===== config.mk =====
export PLATFORM = sky130hd
export DESIGN_NAME = ssp_bit_clock_divider_search_flat
export DESIGN_NICKNAME = d
export VERILOG_FILES = /design/src/hw/rtl/sbcds_pkg.sv /design/src/hw/rtl/sbcds_if.sv /design/src/hw/rtl/ssp_bit_clock_divider_search.sv /design/src/flat_wrapper.sv
export SDC_FILE = /design/constraint.sdc
export NUM_CORES = 1
export LEC_CHECK = 0
export ABC_AREA = 0
export CORE_ASPECT_RATIO = 1.75
export CORE_MARGIN = 2
export CORE_UTILIZATION = 47
export DETAILED_ROUTE_END_ITERATION = 10
export DONT_BUFFER_PORTS = 1
export PLACE_DENSITY = 0.67
export SYNTH_ARGS = -nofsm -noshare
export SYNTH_HDL_FRONTEND = slang
export SYNTH_SLANG_ARGS = --single-unit

===== constraint.sdc =====
create_clock -name clock -period 7.7 [get_ports clock]
set_input_delay 1.54 -clock clock [delete_from_list [all_inputs] [get_ports clock]]
set_output_delay 1.54 -clock clock [all_outputs]
set_load 0.1 [all_outputs]

===== src/hw/rtl/sbcds_pkg.sv =====
// Shared constants and field types for the bit clock divider search block.
`timescale 1ns / 1ps
`default_nettype none

package sbcds_pkg;

   localparam int TARGET_W    = 32;
   localparam int REF_W       = 20;
   localparam int DIVIDE_W    = 8;
   localparam int RATE_FIELD_W = 8;
   localparam int ACHIEVED_W  = 20;

   localparam int HZ_PER_KHZ   = 1000;
   localparam int DIVIDE_FIRST = 2;
   localparam int DIVIDE_STEP  = 2;
   localparam int DIVIDE_LAST  = 254;
   localparam int RATE_MAX     = 256;
   localparam int REF_RESET    = 297731;

   // Register map (byte address is 4 times the index).
   localparam int CSR_ADDR_W           = 3;
   localparam int CSR_DATA_W           = 32;
   localparam logic CSR_IDX_REFERENCE  = 1'b0;

   typedef logic [TARGET_W-1:0]     target_hz_type;
   typedef logic [REF_W-1:0]        ref_khz_type;
   typedef logic [DIVIDE_W-1:0]     divide_type;
   typedef logic [RATE_FIELD_W-1:0] rate_field_type;
   typedef logic [ACHIEVED_W-1:0]   achieved_type;

endpackage

`default_nettype wire


===== src/hw/rtl/sbcds_if.sv =====
// Valid/ready channel interfaces for the request and response transactions.
`timescale 1ns / 1ps
`default_nettype none

interface sbcds_req_if
   import sbcds_pkg::*;
   ();
   logic          valid;
   logic          ready;
   target_hz_type target_hz;

   modport source (output valid, output target_hz, input ready);
   modport sink   (input valid, input target_hz, output ready);
endinterface

interface sbcds_rsp_if
   import sbcds_pkg::*;
   ();
   logic           valid;
   logic           ready;
   divide_type     stage_divide;
   rate_field_type clock_rate_field;
   achieved_type   achieved_khz;
   logic           target_error;

   modport source (output valid, output stage_divide, output clock_rate_field,
                   output achieved_khz, output target_error, input ready);
   modport sink   (input valid, input stage_divide, input clock_rate_field,
                   input achieved_khz, input target_error, output ready);
endinterface

`default_nettype wire


===== src/hw/rtl/ssp_bit_clock_divider_search.sv =====
// Top level of the two-stage serial bit clock divider search.
`timescale 1ns / 1ps
`default_nettype none

// Each request transaction carries a desired bit clock in Hz; the block answers
// with one response transaction holding the even first-stage divide (2..254),
// the second-stage rate minus one (saturated at 255) and the bit clock in kHz
// that the pair achieves, computed before the rate saturates. A target below
// 1 kHz raises target_error and returns divide 254, rate field 255 and 0 kHz.
// The source clock in kHz is a register at byte address 0 of the APB-style
// port (reset value 297731); write it only while no transaction is in flight.
// All arithmetic runs through one restoring divider that produces one quotient
// bit per cycle; a request needs six divisions plus a search over the even
// divides that tests one divide per cycle. req_chan.ready is low from an
// accepted request until the sequencer is idle again, which comes sooner
// when the target is below 1 kHz, as only the Hz to kHz division runs then.
// A finished response waits in an output register, so the next request
// is taken while the previous response is still unclaimed; only when that
// register is still full does the finished request wait longer.
module ssp_bit_clock_divider_search
   import sbcds_pkg::*;
(
   input  wire                   clock,
   input  wire                   reset,
   sbcds_req_if.sink             req_chan,
   sbcds_rsp_if.source           rsp_chan,
   input  wire                   psel,
   input  wire                   penable,
   input  wire                   pwrite,
   input  wire [CSR_ADDR_W-1:0]  paddr,
   input  wire [CSR_DATA_W-1:0]  pwdata,
   output logic [CSR_DATA_W-1:0] prdata,
   output logic                  pready
);

   // Sequencer states. Each DIV_* state runs one division on the shared unit.
   localparam int ST_W = 4;
   localparam logic [ST_W-1:0] ST_IDLE     = 4'd0;
   localparam logic [ST_W-1:0] ST_DIV_KHZ  = 4'd1;
   localparam logic [ST_W-1:0] ST_DIV_Q0   = 4'd2;
   localparam logic [ST_W-1:0] ST_SEARCH   = 4'd3;
   localparam logic [ST_W-1:0] ST_DIV_RATE = 4'd4;
   localparam logic [ST_W-1:0] ST_DIV_PER  = 4'd5;
   localparam logic [ST_W-1:0] ST_DIV_MIN  = 4'd6;
   localparam logic [ST_W-1:0] ST_DIV_ACH  = 4'd7;
   localparam logic [ST_W-1:0] ST_FINISH   = 4'd8;

   localparam int DW     = TARGET_W;          // divider operand width
   localparam int CNT_W  = $clog2(DW);
   localparam int KHZ_W  = 23;                // holds (2^32-1)/1000
   localparam int RATE_W = REF_W;             // holds ref/2 + 1
   localparam int PER_W  = REF_W - 1;         // holds ref/2
   localparam int LIM_W  = DIVIDE_W + 9;      // holds 257 * divide

   localparam logic [DIVIDE_W-1:0] DIV_FIRST_C = DIVIDE_W'(DIVIDE_FIRST);
   localparam logic [DIVIDE_W-1:0] DIV_STEP_C  = DIVIDE_W'(DIVIDE_STEP);
   localparam logic [DIVIDE_W-1:0] DIV_LAST_C  = DIVIDE_W'(DIVIDE_LAST);
   localparam logic [DIVIDE_W-1:0] DIV_FINAL_TRY_C = DIVIDE_W'(DIVIDE_LAST - DIVIDE_STEP);
   localparam logic [RATE_W-1:0]   RATE_MAX_C  = RATE_W'(RATE_MAX);

   // Sequencer state and configuration register.
   logic [ST_W-1:0]   state_ff, state_in;
   ref_khz_type       ref_ff;

   // Shared restoring divider.
   logic [DW-1:0]     rem_ff, rem_in;
   logic [DW-1:0]     quo_ff, quo_in;
   logic [DW-1:0]     den_ff, den_in;
   logic [CNT_W-1:0]  cnt_ff, cnt_in;
   logic [DW:0]       rem_shift;
   logic [DW:0]       rem_trial;
   logic [DW-1:0]     step_rem;
   logic [DW-1:0]     step_quo;
   logic              div_last;

   // Working values of the search.
   logic [KHZ_W-1:0]    khz_ff, khz_in;
   ref_khz_type         q0_ff, q0_in;
   divide_type          divide_ff, divide_in;
   logic [RATE_W-1:0]   rate_ff, rate_in;
   logic [PER_W-1:0]    per_ff, per_in;
   achieved_type        ach_ff, ach_in;
   logic                err_ff, err_in;
   logic [LIM_W-1:0]    limit;
   logic [RATE_W-1:0]   min_rate;
   logic [RATE_W-1:0]   rate_pick;

   // Response register.
   logic                rsp_valid_ff, rsp_valid_in;
   divide_type          rsp_divide_ff, rsp_divide_in;
   rate_field_type      rsp_rate_ff, rsp_rate_in;
   achieved_type        rsp_ach_ff, rsp_ach_in;
   logic                rsp_err_ff, rsp_err_in;
   logic                rsp_free;

   logic                csr_write;

   // ------------------------------------------------------------------
   // Configuration port. Only the reference clock register exists, decoded on
   // paddr[2] alone; writes with paddr[2] set are dropped, reads there give zero.
   // ------------------------------------------------------------------
   assign pready    = 1'b1;
   assign csr_write = psel && penable && pwrite && (paddr[2] == CSR_IDX_REFERENCE);

   always_comb begin
      prdata = '0;
      if (paddr[2] == CSR_IDX_REFERENCE) begin
         prdata = CSR_DATA_W'(ref_ff);
      end
   end

   always_ff @(posedge clock) begin
      if (reset) begin
         ref_ff <= REF_W'(REF_RESET);
      end else if (csr_write) begin
         ref_ff <= pwdata[REF_W-1:0];
      end
   end

   // ------------------------------------------------------------------
   // One restoring division step: shift in the next dividend bit and
   // subtract the divisor when it fits.
   // ------------------------------------------------------------------
   assign rem_shift = {rem_ff, quo_ff[DW-1]};
   assign rem_trial = rem_shift - {1'b0, den_ff};
   assign div_last  = (cnt_ff == CNT_W'(DW - 1));

   always_comb begin
      if (rem_trial[DW]) begin
         step_rem = rem_shift[DW-1:0];
         step_quo = {quo_ff[DW-2:0], 1'b0};
      end else begin
         step_rem = rem_trial[DW-1:0];
         step_quo = {quo_ff[DW-2:0], 1'b1};
      end
   end

   // The search test: divide d qualifies when q0 / d <= 256, i.e. q0 < 257 * d.
   assign limit = {1'b0, divide_ff, 8'd0} + LIM_W'(divide_ff);

   assign min_rate  = step_quo[RATE_W-1:0] + RATE_W'(1);
   assign rate_pick = (rate_ff < min_rate) ? min_rate : rate_ff;
   assign rsp_free  = !rsp_valid_ff || rsp_chan.ready;

   assign req_chan.ready = (state_ff == ST_IDLE);

   // ------------------------------------------------------------------
   // Sequencer.
   // ------------------------------------------------------------------
   always_comb begin
      state_in  = state_ff;
      rem_in    = step_rem;
      quo_in    = step_quo;
      den_in    = den_ff;
      cnt_in    = cnt_ff + CNT_W'(1);
      khz_in    = khz_ff;
      q0_in     = q0_ff;
      divide_in = divide_ff;
      rate_in   = rate_ff;
      per_in    = per_ff;
      ach_in    = ach_ff;
      err_in    = err_ff;

      rsp_valid_in  = rsp_valid_ff && !rsp_chan.ready;
      rsp_divide_in = rsp_divide_ff;
      rsp_rate_in   = rsp_rate_ff;
      rsp_ach_in    = rsp_ach_ff;
      rsp_err_in    = rsp_err_ff;

      case (state_ff)
         ST_IDLE: begin
            rem_in = rem_ff;
            quo_in = quo_ff;
            cnt_in = cnt_ff;
            if (req_chan.valid) begin
               // Hz to kHz.
               rem_in   = '0;
               quo_in   = req_chan.target_hz;
               den_in   = DW'(HZ_PER_KHZ);
               cnt_in   = '0;
               err_in   = 1'b0;
               state_in = ST_DIV_KHZ;
            end
         end

         ST_DIV_KHZ: begin
            if (div_last) begin
               khz_in = step_quo[KHZ_W-1:0];
               if (step_quo == '0) begin
                  // Target below 1 kHz: report the fixed error answer.
                  err_in    = 1'b1;
                  divide_in = DIV_LAST_C;
                  rate_in   = RATE_MAX_C;
                  ach_in    = '0;
                  state_in  = ST_FINISH;
               end else begin
                  rem_in   = '0;
                  quo_in   = DW'(ref_ff);
                  den_in   = step_quo;
                  cnt_in   = '0;
                  state_in = ST_DIV_Q0;
               end
            end
         end

         ST_DIV_Q0: begin
            if (div_last) begin
               q0_in     = step_quo[REF_W-1:0];
               divide_in = DIV_FIRST_C;
               state_in  = ST_SEARCH;
            end
         end

         ST_SEARCH: begin
            rem_in = '0;
            quo_in = DW'(q0_ff);
            den_in = DW'(divide_ff);
            cnt_in = '0;
            if (q0_ff < REF_W'(limit)) begin
               state_in = ST_DIV_RATE;
            end else if (divide_ff == DIV_FINAL_TRY_C) begin
               // No divide fits: keep the quotient of the last one tried.
               divide_in = DIV_LAST_C;
               state_in  = ST_DIV_RATE;
            end else begin
               divide_in = divide_ff + DIV_STEP_C;
            end
         end

         ST_DIV_RATE: begin
            if (div_last) begin
               // A zero starting rate counts as one.
               rate_in  = (step_quo == '0) ? RATE_W'(1) : step_quo[RATE_W-1:0];
               rem_in   = '0;
               quo_in   = DW'(ref_ff);
               den_in   = DW'(divide_ff);
               cnt_in   = '0;
               state_in = ST_DIV_PER;
            end
         end

         ST_DIV_PER: begin
            if (div_last) begin
               per_in   = step_quo[PER_W-1:0];
               rem_in   = '0;
               quo_in   = step_quo;
               den_in   = DW'(khz_ff) + DW'(1);
               cnt_in   = '0;
               state_in = ST_DIV_MIN;
            end
         end

         ST_DIV_MIN: begin
            if (div_last) begin
               // Raise rate to the least keeping (ref / divide) / rate <= khz.
               rate_in  = rate_pick;
               rem_in   = '0;
               quo_in   = DW'(per_ff);
               den_in   = DW'(rate_pick);
               cnt_in   = '0;
               state_in = ST_DIV_ACH;
            end
         end

         ST_DIV_ACH: begin
            if (div_last) begin
               ach_in   = step_quo[ACHIEVED_W-1:0];
               state_in = ST_FINISH;
            end
         end

         ST_FINISH: begin
            rem_in = rem_ff;
            quo_in = quo_ff;
            cnt_in = cnt_ff;
            if (rsp_free) begin
               rsp_valid_in  = 1'b1;
               rsp_divide_in = divide_ff;
               rsp_rate_in   = (rate_ff > RATE_MAX_C) ? rate_field_type'(RATE_MAX - 1)
                                                       : RATE_FIELD_W'(rate_ff - RATE_W'(1));
               rsp_ach_in    = ach_ff;
               rsp_err_in    = err_ff;
               state_in      = ST_IDLE;
            end
         end

         default: begin
            state_in = ST_IDLE;
         end
      endcase
   end

   always_ff @(posedge clock) begin
      if (reset) begin
         state_ff     <= ST_IDLE;
         rsp_valid_ff <= 1'b0;
      end else begin
         state_ff     <= state_in;
         rsp_valid_ff <= rsp_valid_in;
      end
   end

   always_ff @(posedge clock) begin
      rem_ff        <= rem_in;
      quo_ff        <= quo_in;
      den_ff        <= den_in;
      cnt_ff        <= cnt_in;
      khz_ff        <= khz_in;
      q0_ff         <= q0_in;
      divide_ff     <= divide_in;
      rate_ff       <= rate_in;
      per_ff        <= per_in;
      ach_ff        <= ach_in;
      err_ff        <= err_in;
      rsp_divide_ff <= rsp_divide_in;
      rsp_rate_ff   <= rsp_rate_in;
      rsp_ach_ff    <= rsp_ach_in;
      rsp_err_ff    <= rsp_err_in;
   end

   assign rsp_chan.valid            = rsp_valid_ff;
   assign rsp_chan.stage_divide     = rsp_divide_ff;
   assign rsp_chan.clock_rate_field = rsp_rate_ff;
   assign rsp_chan.achieved_khz     = rsp_ach_ff;
   assign rsp_chan.target_error     = rsp_err_ff;

endmodule

`default_nettype wire

===== src/flat_wrapper.sv =====
// flat-port wrapper written by rule: the top's interface ports become plain ports
module ssp_bit_clock_divider_search_flat import sbcds_pkg::*;
  (clock, reset, psel, penable, pwrite, paddr, pwdata, prdata, pready, req_chan_valid, req_chan_target_hz, req_chan_ready, rsp_chan_valid, rsp_chan_stage_divide, rsp_chan_clock_rate_field, rsp_chan_achieved_khz, rsp_chan_target_error, rsp_chan_ready);
  sbcds_req_if req_chan_i ();
  sbcds_rsp_if rsp_chan_i ();
  input  wire clock;
  input  wire reset;
  input  wire psel;
  input  wire penable;
  input  wire pwrite;
  input  wire [CSR_ADDR_W-1:0] paddr;
  input  wire [CSR_DATA_W-1:0] pwdata;
  output logic [CSR_DATA_W-1:0] prdata;
  output logic pready;
  input wire logic [$bits(req_chan_i.valid)-1:0] req_chan_valid;
  input wire logic [$bits(req_chan_i.target_hz)-1:0] req_chan_target_hz;
  output wire logic [$bits(req_chan_i.ready)-1:0] req_chan_ready;
  output wire logic [$bits(rsp_chan_i.valid)-1:0] rsp_chan_valid;
  output wire logic [$bits(rsp_chan_i.stage_divide)-1:0] rsp_chan_stage_divide;
  output wire logic [$bits(rsp_chan_i.clock_rate_field)-1:0] rsp_chan_clock_rate_field;
  output wire logic [$bits(rsp_chan_i.achieved_khz)-1:0] rsp_chan_achieved_khz;
  output wire logic [$bits(rsp_chan_i.target_error)-1:0] rsp_chan_target_error;
  input wire logic [$bits(rsp_chan_i.ready)-1:0] rsp_chan_ready;
  assign req_chan_i.valid = req_chan_valid;
  assign req_chan_i.target_hz = req_chan_target_hz;
  assign req_chan_ready = req_chan_i.ready;
  assign rsp_chan_valid = rsp_chan_i.valid;
  assign rsp_chan_stage_divide = rsp_chan_i.stage_divide;
  assign rsp_chan_clock_rate_field = rsp_chan_i.clock_rate_field;
  assign rsp_chan_achieved_khz = rsp_chan_i.achieved_khz;
  assign rsp_chan_target_error = rsp_chan_i.target_error;
  assign rsp_chan_i.ready = rsp_chan_ready;
  ssp_bit_clock_divider_search u_core (.clock(clock), .reset(reset), .req_chan(req_chan_i), .rsp_chan(rsp_chan_i), .psel(psel), .penable(penable), .pwrite(pwrite), .paddr(paddr), .pwdata(pwdata), .prdata(prdata), .pready(pready));
endmodule

After elaboration in Yosys (flattened, before gate mapping):

Index checks and enable logic that the tools add are counted.

* bits in registers: 274
* input port bits: 74
* output and inout bits: 72
* logic and storage cells: 139

* add/subtract/negate cells: 7
* order comparisons: 3
* equal/unequal tests: 22
* mux-type cells: 61
* bitwise gates (word level): 2
* reduce and logical (&&, ||, !) cells: 26

Operator list (count)
* two-way mux 32 bit: 16
* case mux 32 bit (6 select lines): 2
* two-way mux 20 bit: 10
* case mux 32 bit (5 select lines): 1
* case mux 20 bit (3 select lines): 1
* two-way mux 4 bit: 11
* two-way mux 8 bit: 5
* case mux 20 bit (2 select lines): 1
* case mux 4 bit (9 select lines): 1
* subtractor 33 x 32 -> 33 bit: 1
* zero test 32 bit: 1
* case mux 5 bit (5 select lines): 1
* adder 23 x 1 -> 24 bit (second input constant): 1
* case mux 8 bit (3 select lines): 1
* adder 20 x 1 -> 20 bit (second input constant): 1
* greater-than comparator 20 x 9 -> 1 bit (second input constant): 1
* less-than comparator 20 x 17 -> 1 bit: 1
* less-than comparator 20 bit: 1
* two-way mux 5 bit: 4
* adder 16 x 8 -> 17 bit: 1
* == test 4 x 3 -> 1 bit (second input constant): 4
* inequality test 2 x 1 -> 1 bit (second input constant): 8
* AND reduction 2 bit: 5
* AND reduction 5 bit: 2
* 24 further kinds: 40

Logic depth before layout (Yosys ltp):

Gate-level depths: netlist of run 1.

* depth after elaboration: 7
* depth in mapped cells: 28

Worst setup path after synthesis of run 1:

OpenSTA, ideal clock, no wires.

* path kind: register to register
* from: reg u_core.quo_ff[31]
* to: reg u_core.den_ff[19] (data pin)
* setup time: 277 ps
* arrival time: 5786 ps
* data required time: 7423 ps
* slack: 1637 ps
* cell stages (with the launch flop): 26
* clock period less this slack: 6063 ps
* cells stage by stage: edfxtp_1 > inv_1 > ha_1 > inv_1 > fa_1 > a211o_1 > a2111o_1 > and3_4 > o311ai_2 > a21boi_1 > nor2_1 > buf_2 > buf_1 > ha_1 > nand2_1 > or3_1 > nor3_1 > xnor2_1 > ha_1 > nand4_1 > or4_1 > nor3_1 > a21oi_4 > buf_4 > mux2i_1 > o221ai_1

* word-level cells in the longest chain between the ends: 7

Ends and longest elaborated chain
* start: declaration: line ssp_bit_clock_divider_search.sv:67 `logic [DW-1:0] quo_ff, quo_in;`
* start signal: assignment: line ssp_bit_clock_divider_search.sv:305 `quo_ff <= quo_in;`
* subtractor 33 x 32 -> 33 bit (*): line ssp_bit_clock_divider_search.sv:125 `assign rem_trial = rem_shift - {1'b0, den_ff};`
* two-way mux 1 bit (*): line ssp_bit_clock_divider_search.sv:129 `if (rem_trial[DW]) begin`
* named net u_core.step_quo[0]: line ssp_bit_clock_divider_search.sv:73 `logic [DW-1:0] step_quo;`
* adder 20 x 1 -> 20 bit (*): line ssp_bit_clock_divider_search.sv:141 `assign min_rate = step_quo[RATE_W-1:0] + RATE_W'(1);`
* less-than comparator 20 bit: line ssp_bit_clock_divider_search.sv:142 `assign rate_pick = (rate_ff < min_rate) ? min_rate : rate_ff;`
* two-way mux 20 bit (*): line ssp_bit_clock_divider_search.sv:142
* two-way mux 32 bit (*): line ssp_bit_clock_divider_search.sv:254 `if (div_last) begin`
* case mux 32 bit (6 select lines) (*): line ssp_bit_clock_divider_search.sv:170 `case (state_ff)`
* named net u_core.den_in[19]: line ssp_bit_clock_divider_search.sv:68 `logic [DW-1:0] den_ff, den_in;`
* end signal: assignment: line ssp_bit_clock_divider_search.sv:306 `den_ff <= den_in;`
* end: declaration: line ssp_bit_clock_divider_search.sv:68

Mark *: on every way through the listed nets, which the timed path passes. The rest lies on a longest branch. The select of a mux whose other input is x is not followed.
A chain may end at the register's enable or synchronous reset.

Worst setup path in the final report of run 1:

* from: reg u_core.quo_ff[31]
* to: reg u_core.den_ff[0] (data pin)

* word-level cells in the longest chain between the ends: 7
* elaborated cells between the ends (all ways): 9
* classes of those cells: add/sub (2); order compare (1); mux (6)

Ends and longest elaborated chain (line)
* subtractor 33 x 32 -> 33 bit (*): ssp_bit_clock_divider_search.sv:125
* two-way mux 1 bit (*): ssp_bit_clock_divider_search.sv:129
* adder 20 x 1 -> 20 bit: ssp_bit_clock_divider_search.sv:141
* less-than comparator 20 bit: ssp_bit_clock_divider_search.sv:142
* two-way mux 20 bit: ssp_bit_clock_divider_search.sv:142
* two-way mux 32 bit: ssp_bit_clock_divider_search.sv:254
* case mux 32 bit (6 select lines) (*): ssp_bit_clock_divider_search.sv:170
* named net u_core.den_in[0]: ssp_bit_clock_divider_search.sv:68

Marks and branches as above.

==> impl_metrics.csv, run 1 <==
group,metric,value,unit
placed_design,placed_area,0.0157,mm2
sta,fin_tns_setup,0,ps
min_path,whs_path_depth,0,
global_route,grt_max_degree,45,
clocking,numClockSinks,272,
floorplanning,die_w,140,um
synthesis,async_reset_ff_share,0,%
global_route,grt_pass1_wl,64300,um
synthesis,synthCells,1481,
global_route,grt-ovfl-total,0,
clocking,cts_root_buf,"clkbuf_16",
synthesis,syn-cell-area,0.0152,mm2
min_path,hp-start,"u_core.ach_ff[4]",
synthesis,syn_area_per_cell,10.3,um2
routing,finalWirelength,41500,um
sta,max_freq,0.150,GHz
global_route,antenna_found_initial,0,
placed_design,globalplace.congestion,0.942,
placed_design,dp_hpwl,30800,um
sta,min_period,6650,ps
critical_path,setup.worst_path.end_class,"register",
finish,synthToLayoutAreaGrowth,8.05,%
clocking,ctsHoldBuffers,0,
critical_path,worstSetupPathType,"reg -> reg",
floorplanning,die_y,242,um
critical_path,worst-r2r-cell-count,25,
min_path,min_to,"u_core.rsp_chan.achieved_khz[4]",
pwr,power.total,7010,uW
clocking,cts.clk_slew.worst_paths,70,ps
sta,relSlewSlack,21.1,%
clocking,numCtsBuffers,25,
routing,dr.pass1.iters,8,
sta,fin_skew,22.7,ps
synthesis,ys.flop_type,"edfxtp_1",
placed_design,port_buffers,0,
finish,layout_common_cells,"247 x edfxtp_1, 198 x nand2_1, 94 x a21oi_1",
floorplanning,coreArea,0.0321,mm2
pwr,power.density,426,mW/mm2
floorplanning,die_area,0.0339,mm2
clocking,clk-insertion-delay-late,560,ps
clocking,cts_max_level,1,
finish,nets,1600,
routing,wire_per_inst,22.2,um
global_route,grtUsageTotal,24.4,%
routing,drc_errors,0,
routing,via_per_inst,6.05,
critical_path,worstPathMaxFanout,14,
sta,period_share,86.4,%
synthesis,yosysSeqAreaShare,52.0,%
critical_path,arrival,6940,ps
clocking,cts_setup_buffers,0,
min_path,hp-class,"reg -> reg",
sta,tightest_slew,1180,ps
sta,hold_viol_final,0,
pwr,vdd_drop_max,297,uV
synthesis,synth-edff-count,247,
routing,drt_iter0_markers,1139,
routing,postRouteAntennaNets,0,
floorplanning,io_pins,146,
finish,antennaDiodeCount,0,
sta,report.final.slew_viol_count,0,
critical_path,required,7990,ps
finish,final_common_cell,"edfxtp_1",
clocking,ctsResizeCount,0,
routing,vias,11300,
critical_path,worstReg2RegStart,"u_core.quo_ff[31]",
sta,rsz0062_at_grt,"false",
floorplanning,fp-row-count,87,
sta,setup_viol,0,
finish,drive_above_1_share,7.88,%
critical_path,critPathLaunchType,"register",
synthesis,yosysUniqueCellTypes,79,
clocking,cts_buffer_depth,3,
critical_path,rr_endpoint,"u_core.den_ff[0]",
synthesis,synth-seq-cells,272,
critical_path,ff2ff_setup_slack,1050,ps
flow_run,max_cap_viol_count,0,
outcome,outcome,"finished clean",
placed_design,post-place-cells,1826,
synthesis,yosys_warnings,0,
finish,stdcell_count,1872,
global_route,grt_pass1_vias,11600,
floorplanning,start_util,47.4,%
finish,stdcell_area,0.0165,mm2
pwr,power.leakage,0.00595,uW
clocking,cts_tree,"done",
-- worst max-delay path: stages (launching register included) --
cell and delay [ps]:
edfxtp_1 400, inv_1 70, ha_1 170, inv_1 60, fa_1 430, a211o_1 310
a2111o_1 410, and3_4 190, o311ai_2 380, a21boi_1 260, nor2_2 190, ha_1 250
nand2_1 160, or3_1 390, nor3_1 240, xnor2_1 180, ha_1 280, nand4_1 120
nor2_1 90, a221o_1 330, nor3_1 180, nand2_1 110, a21oi_4 460, buf_4 320
mux2i_1 280, o221ai_1 130
-- kinds of logic after synthesis --
kind of cell / Yosys count / share of synthesized area (%)
adders and majority gates: 73 / 6.04
AOI/OAI and AO/OA: 336 / 14.6
and+or+nand+nor: 530 / 16.8
muxes: 22 / 1.58
xor gates and xnor gates: 74 / 4.25
buffers and inverters: 172 / 4.69
DFF: 272 / 52.0
other: 2 / 0.0493
-- area by class of cell --
class	count	area [um2]
flip-flops and latches	272	7920
repair buffers	24	200
clock inverters	16	155
fillers	2802	15700
multi-input cells	1049	6740
inverters	81	304
clock buffers	30	644
well taps	400	500
-- synth_stat cells (all sizes together) (5+ instances only) --
cell type | number | area [um2]
a22oi | 13 | 97.6
edfxtp | 247 | 7420
a2111oi | 5 | 43.8
a21oi | 98 | 505
nor4 | 13 | 87.6
and3 | 20 | 130
a211oi | 14 | 105
o21ai | 79 | 403
o21bai | 7 | 52.6
a22o | 13 | 114
a21o | 15 | 113
mux2i | 9 | 90.1
nand4 | 12 | 75.1
o221ai | 6 | 52.6
or2 | 7 | 43.8
nor3 | 37 | 190
xnor2 | 51 | 447
nor2b | 34 | 213
a222oi | 17 | 170
nor2 | 89 | 334
and2 | 20 | 125
buf | 23 | 155
a221oi | 8 | 70.1
nand2 | 198 | 743
o31ai | 7 | 52.6
o211ai | 17 | 128
o21a | 8 | 60.1
mux2 | 13 | 150
ha | 72 | 901
nand2b | 12 | 75.1
dfxtp | 25 | 500
nand3b | 11 | 82.6
inv | 80 | 300
nand3 | 50 | 250
or4 | 8 | 60.1
clkbuf | 68 | 255
or3 | 7 | 43.8
xor2 | 23 | 201
-- routing by layer --
metal,share of wire (%),global-route usage (%),vias up
met5,0,0,-
met1,35,25.3,5445
met3,5.4,3.46,119
met4,6.6,15.9,0
li1,-,-,5347
met2,53,45.2,421
-- power breakdown --
part           switching [uW]  internal, uW  leakage, uW
registers                 383          2130      0.00254
logic                    2060          1200      0.00303
clock network             561           673     0.000381
-- worst max-delay path by stage --
| stage | startpoint | end | slack [ps] | depth (start not counted) |
|---|---|---|---|---|
| final | u_core.quo_ff[31] | u_core.den_ff[0] | 1050 | 25 |
| after global routing | u_core.quo_ff[31] | u_core.den_ff[0] | 670 | 25 |
| after CTS | u_core.quo_ff[31] | u_core.den_ff[0] | 1080 | 25 |
| after detailed placement | u_core.quo_ff[31] | u_core.den_ff[0] | 1130 | 25 |
| after global placement | u_core.quo_ff[31] | u_core.den_ff[0] | 1170 | 25 |
| after floorplan | u_core.quo_ff[31] | u_core.den_ff[19] | 1640 | 25 |
-- stage by stage --
| step | setup slack, ps | util [%] | hold WS, ps |
|---|---|---|---|
| global placement | 1170 | 48.8 | 407 |
| floorplan | 1640 | - | 400 |
| detailed placement | 1130 | 48.8 | 405 |
| global route | 668 | 51.3 | 427 |
| finish | 1050 | 51.3 | 416 |
| CTS | 1080 | 51.3 | 419 |
-- registers in the layout (all words and copies together) (netlist names), 5 cells and up --
register and flops:
u_core.ach_ff 20, u_core.khz_ff 23, u_core.per_ff 19, u_core.ref_ff 20, u_core.rem_ff 32, u_core.rate_ff 20
u_core.q0_ff 20, u_core.divide_ff 7, u_core.rsp_chan.stage_divide 7, u_core.rsp_chan.clock_rate_field 8, u_core.rsp_chan.achieved_khz 20, u_core.den_ff 32
u_core.cnt_ff 5, u_core.quo_ff 32
No activity file was read; power rests on OpenSTA's default activity.
==> inputs of run 2 (changes only) <==
--- a/config.mk
+++ b/config.mk
@@ -7,10 +7,10 @@
 export LEC_CHECK = 0
 export ABC_AREA = 0
+export BUFFER_PORTS_ARGS = -buffer_cell sky130_fd_sc_hd__buf_2
 export CORE_ASPECT_RATIO = 1.75
 export CORE_MARGIN = 2
 export CORE_UTILIZATION = 47
 export DETAILED_ROUTE_END_ITERATION = 10
-export DONT_BUFFER_PORTS = 1
-export PLACE_DENSITY = 0.67
+export PLACE_DENSITY = 0.71
 export SYNTH_ARGS = -nofsm -noshare
 export SYNTH_HDL_FRONTEND = slang
==> constraint.sdc (replaced) <==
create_clock -name clock -period 7.7 [get_ports clock]
set_input_delay 1.54 -clock clock [delete_from_list [all_inputs] [get_ports clock]]
set_output_delay 1.54 -clock clock [all_outputs]
set_load 0.01 [all_outputs]
==> impl_metrics.csv, run 2 (synthesis gave the netlist of run 1 again) <==
group,metric,value,unit
clocking,cts_buffer_depth,3,
finish,synthToLayoutAreaGrowth,11.7,%
outcome,outcome,"finished clean",
sta,setup_ws,1040,ps
clocking,ctsHoldBuffers,0,
clocking,cts_tree,"done",
critical_path,path_buf_inv,3,
critical_path,cp_common_cell,"ha_1",
global_route,grt_max_degree,47,
routing,dr.pass1.iters,7,
finish,antennaDiodeCount,0,
floorplanning,die_w,140,um
sta,relSlewSlack,25.0,%
finish,nets,1715,
global_route,grt_pass1_vias,11900,
critical_path,worstPathMaxFanout,14,
sta,hold_viol_final,0,
routing,via_per_inst,5.96,
clocking,clk-insertion-delay-late,560,ps
global_route,grt_pass1_wl,64000,um
finish,post-route-util,53.0,%
clocking,numClockSinks,272,
sta,fin_skew,20.6,ps
critical_path,crit_family,"compound AO/OA/AOI/OAI gates",
placed_design,placed_area,0.0162,mm2
critical_path,critPathLaunchType,"register",
floorplanning,die_y,242,um
critical_path,setup.worst_path.end_class,"register",
placed_design,dp_hpwl,30400,um
floorplanning,coreArea,0.0321,mm2
pwr,power.total,6990,uW
routing,vias,11800,
global_route,grtUsageTotal,24.1,%
sta,min_period,6660,ps
clocking,cts_setup_buffers,0,
routing,drc_errors,0,
finish,ff_latch_area,0.00792,mm2
routing,postRouteAntennaNets,0,
clocking,numCtsBuffers,25,
routing,wire_per_inst,20.7,um
critical_path,cp_slowest_cell,"a21oi_4",
sta,setup_viol,0,
routing,finalWirelength,41000,um
placed_design,dp_slack,1150,ps
sta,fin_tns_setup,0,ps
finish,fillers,2728,
finish,stdcell_area,0.0170,mm2
routing,drt_iter0_markers,1073,
clocking,ctsResizeCount,0,
sta,period_share,86.5,%
flow_run,max_cap_viol_count,0,
finish,final_common_cell,"edfxtp_1",
pwr,power.density,411,mW/mm2
finish,layout_common_cells,"247 x edfxtp_1, 198 x nand2_1, 117 x buf_2",
global_route,grt-ovfl-total,0,
clocking,cts_max_level,1,
floorplanning,start_util,47.4,%
pwr,power.leakage,0.00645,uW
critical_path,worstSetupPathType,"reg -> reg",
sta,rsz0062_at_grt,"false",
finish,multiInputGateArea,0.00669,mm2
floorplanning,io_pins,146,
floorplanning,die_area,0.0339,mm2
critical_path,required,7980,ps
pwr,vdd_drop_max,274,uV
clocking,cts.clk_slew.worst_paths,70,ps
critical_path,arrival,6940,ps
sta,tightest_slew,1120,ps
critical_path,cpPeakStageDelay,470,ps
min_path,hp-class,"reg -> reg",
sta,max_freq,0.150,GHz
critical_path,ff2ff_setup_slack,1040,ps
sta,report.final.slew_viol_count,0,
floorplanning,fp-row-count,87,
placed_design,globalplace.congestion,0.975,
clocking,cts_root_buf,"clkbuf_16",
finish,drive_above_1_share,13.5,%
placed_design,port_buffers,117,
global_route,antenna_found_initial,0,
finish,top_regs,"u_core.den_ff: 32 flops, u_core.quo_ff: 32 flops, u_core.rem_ff: 32 flops",
run 2: path summary, 6_finish.rpt:
path	start	end	cells past startpoint
max	u_core.quo_ff[31]	u_core.den_ff[0]	25
max reg2reg	u_core.quo_ff[31]	u_core.den_ff[0]	25
min reg2reg	u_core.ach_ff[10]	u_core.rsp_chan.achieved_khz[10]	0
min	u_core.ach_ff[10]	u_core.rsp_chan.achieved_khz[10]	0
run 2: per-stage QoR:
stage | cells | hold WS, ps
detailed placement | 1941 | 405
finish | 1987 | 418
CTS | 1987 | 421
global route | 1987 | 426
global placement | 1941 | 407
floorplan | 1493 | 400
run 2: cell type report:
class	count	share of cell area, %
Clock buffer	34	4.23
Timing Repair Buffer	139	4.41
Sequential cell	272	46.5
Inverter	81	1.79
Multi-Input combinational cell	1049	39.3
Tap cell	400	2.94
Clock inverter	12	0.816
run 2: power breakdown:
| group | total, uW | internal, uW | switching, uW |
|---|---|---|---|
| Combinational | 3180 | 1190 | 1990 |
| Clock | 1300 | 729 | 567 |
| Sequential | 2510 | 2130 | 378 |
| Total | 6990 | 4050 | 2940 |
run 2: worst register-to-register path, delay by kind of cell, from the launching register on:
kind | cells | cell delay, ps
and+or+nand+nor | 9 | 1650
xor gates and xnor gates | 1 | 180
buffers and inverters | 3 | 470
DFF | 1 | 410
adders and majority gates | 4 | 1130
muxes | 1 | 280
AOI/OAI and AO/OA | 7 | 2290
run 2: per-layer routing:
metal  wire, um  GRT usage (%)
met1      14100           24.7
met2      21200           43.9
met5          0              0
met3       2160           2.85
met4       3620           18.7
==> inputs of run 3 (changes only) <==
- BUFFER_PORTS_ARGS: -buffer_cell sky130_fd_sc_hd__buf_2 -> -buffer_cell sky130_fd_sc_hd__buf_4
==> impl_metrics.csv, run 3 (synthesis gave the netlist of run 1 again) <==
group,metric,value,unit
outcome,outcome,"finished clean",
critical_path,path_buf_inv,2,
critical_path,worstPathMaxFanout,25,
pwr,intPower,4040,uW
critical_path,setup.worst_path.end_class,"register",
sta,relSlewSlack,25.5,%
pwr,power.density,404,mW/mm2
pwr,power.leakage,0.00652,uW
finish,antennaDiodeCount,0,
critical_path,cp_common_cell,"ha_1",
routing,drc_errors,0,
sta,period_share,87.7,%
sta,tightest_slew,1120,ps
clocking,cts_buffer_depth,3,
finish,fillers,2733,
routing,via_per_inst,6.02,
routing,vias,12000,
placed_design,globalplace.congestion,0.963,
routing,dr.pass1.iters,8,
placed_design,dp_hpwl,30800,um
critical_path,worst-r2r-cell-count,24,
sta,fin_skew,23.3,ps
placed_design,dp_slack,1060,ps
finish,drive_above_1_share,13.4,%
clocking,cts_setup_buffers,0,
sta,rsz0062_at_grt,"false",
finish,synthToLayoutAreaGrowth,13.5,%
sta,max_freq,0.148,GHz
clocking,ctsResizeCount,0,
critical_path,arrival,6980,ps
global_route,antenna_found_initial,0,
clocking,ctsHoldBuffers,0,
critical_path,required,7930,ps
pwr,p_switching,2940,uW
clocking,cts.clk_slew.worst_paths,70,ps
clocking,cts_max_level,1,
critical_path,cp_slowest_cell,"a21oi_4",
pwr,vdd_drop_max,277,uV
sta,min_period,6760,ps
sta,report.final.slew_viol_count,0,
global_route,grt-ovfl-total,0,
clocking,cts_root_buf,"clkbuf_16",
finish,multiInputGateArea,0.00669,mm2
floorplanning,start_util,47.4,%
critical_path,worst-path-stages,24,
critical_path,crit_chain,"inv_1 > ha_1 > inv_1 > fa_1 > a211o_1 > a2111o_1 > and3_4 > o311ai_2 > a21boi_1 > nor2_2 > ha_1 > nand2_1 > or3_1 > nor3_1 > xnor2_1 > ha_1 > nand4_1 > nor2_1 > a221o_1 > nor3_1 > nand2_1 > a21oi_4 > mux2i_1 > o221ai_1",
min_path,hp-class,"reg -> reg",
placed_design,placed_area,0.0165,mm2
finish,final_common_cell,"edfxtp_1",
routing,finalWirelength,41900,um
clocking,numClockSinks,272,
floorplanning,fp-row-count,87,
critical_path,critPathLaunchType,"register",
global_route,grt_pass1_wl,65100,um
placed_design,port_buffers,117,
finish,layout_common_cells,"247 x edfxtp_1, 198 x nand2_1, 139 x buf_4",
sta,setup_viol,0,
clocking,clk-insertion-delay-late,550,ps
critical_path,worstSetupPathType,"reg -> reg",
pwr,power_frac_comb,45.5,%
finish,nets,1715,
clocking,numCtsBuffers,25,
floorplanning,die_area,0.0339,mm2
flow_run,max_cap_viol_count,0,
global_route,grt_pass1_vias,12100,
routing,drt_iter0_markers,1123,
pwr,switching_share,42.1,%
finish,stdcell_area,0.0173,mm2
clocking,cts_tree,"done",
finish,ff_latch_area,0.00792,mm2
critical_path,crit_family,"compound AO/OA/AOI/OAI gates",
critical_path,cpPeakStageDelay,710,ps
floorplanning,die_y,242,um
sta,hold_viol_final,0,
routing,wire_per_inst,21.1,um
floorplanning,coreArea,0.0321,mm2
pwr,p_clk_share,18.3,%
global_route,grtUsageTotal,24.5,%
floorplanning,die_w,140,um
sta,setup_ws,945,ps
routing,postRouteAntennaNets,0,
pwr,power.total,6980,uW
pwr,seqPwrFrac,36.2,%
global_route,grt_max_degree,70,
min_path,whs_path_depth,0,
sta,fin_tns_setup,0,ps
floorplanning,io_pins,146,
finish,top_regs,"u_core.den_ff: 32 flops, u_core.quo_ff: 32 flops, u_core.rem_ff: 32 flops",
[run 3: power by group through the flow]
stage	Sequential, uW	Clock [uW]	Combinational, uW
after global routing	2550	1350	3510
after floorplan	2310	0	2430
after global placement	2530	0	3060
final	2530	1270	3180
after detailed placement	2540	0	3140
after CTS	2510	1300	3150
[run 3: per-stage QoR]
| step | hold slack (ps) | utilization [%] | instances |
|---|---|---|---|
| after floorplan | 400 | - | 1493 |
| after global placement | 408 | 51.2 | 1941 |
| after global routing | 430 | 53.8 | 1986 |
| final | 418 | 53.8 | 1986 |
| after detailed placement | 405 | 51.2 | 1941 |
| after CTS | 420 | 53.8 | 1986 |
[run 3: worst paths after layout]
check                    startpoint                          endpoint  slack (ps)
setup reg to reg  u_core.quo_ff[31]                 u_core.den_ff[19]         940
hold reg to reg   u_core.ach_ff[14]  u_core.rsp_chan.achieved_khz[14]         420
setup / recovery  u_core.quo_ff[31]                 u_core.den_ff[19]         940
hold / removal    u_core.ach_ff[14]  u_core.rsp_chan.achieved_khz[14]         420
[run 3: area by class of cell]
type / count / share of cell area, %
Timing Repair Buffer: 139 / 6.04
Multi-Input combinational cell: 1049 / 38.7
Inverter: 81 / 1.76
Clock inverter: 17 / 1.07
Clock buffer: 28 / 3.74
Tap cell: 400 / 2.90
Sequential cell: 272 / 45.8
[run 3: metal layers]
layer	global-route usage [%]	vias to the layer above	wire length, um
met1	24.9	5718	14300
li1	-	5563	-
met2	44.6	508	21800
met5	0	-	0
met3	3.28	164	2190
met4	19.0	0	3680
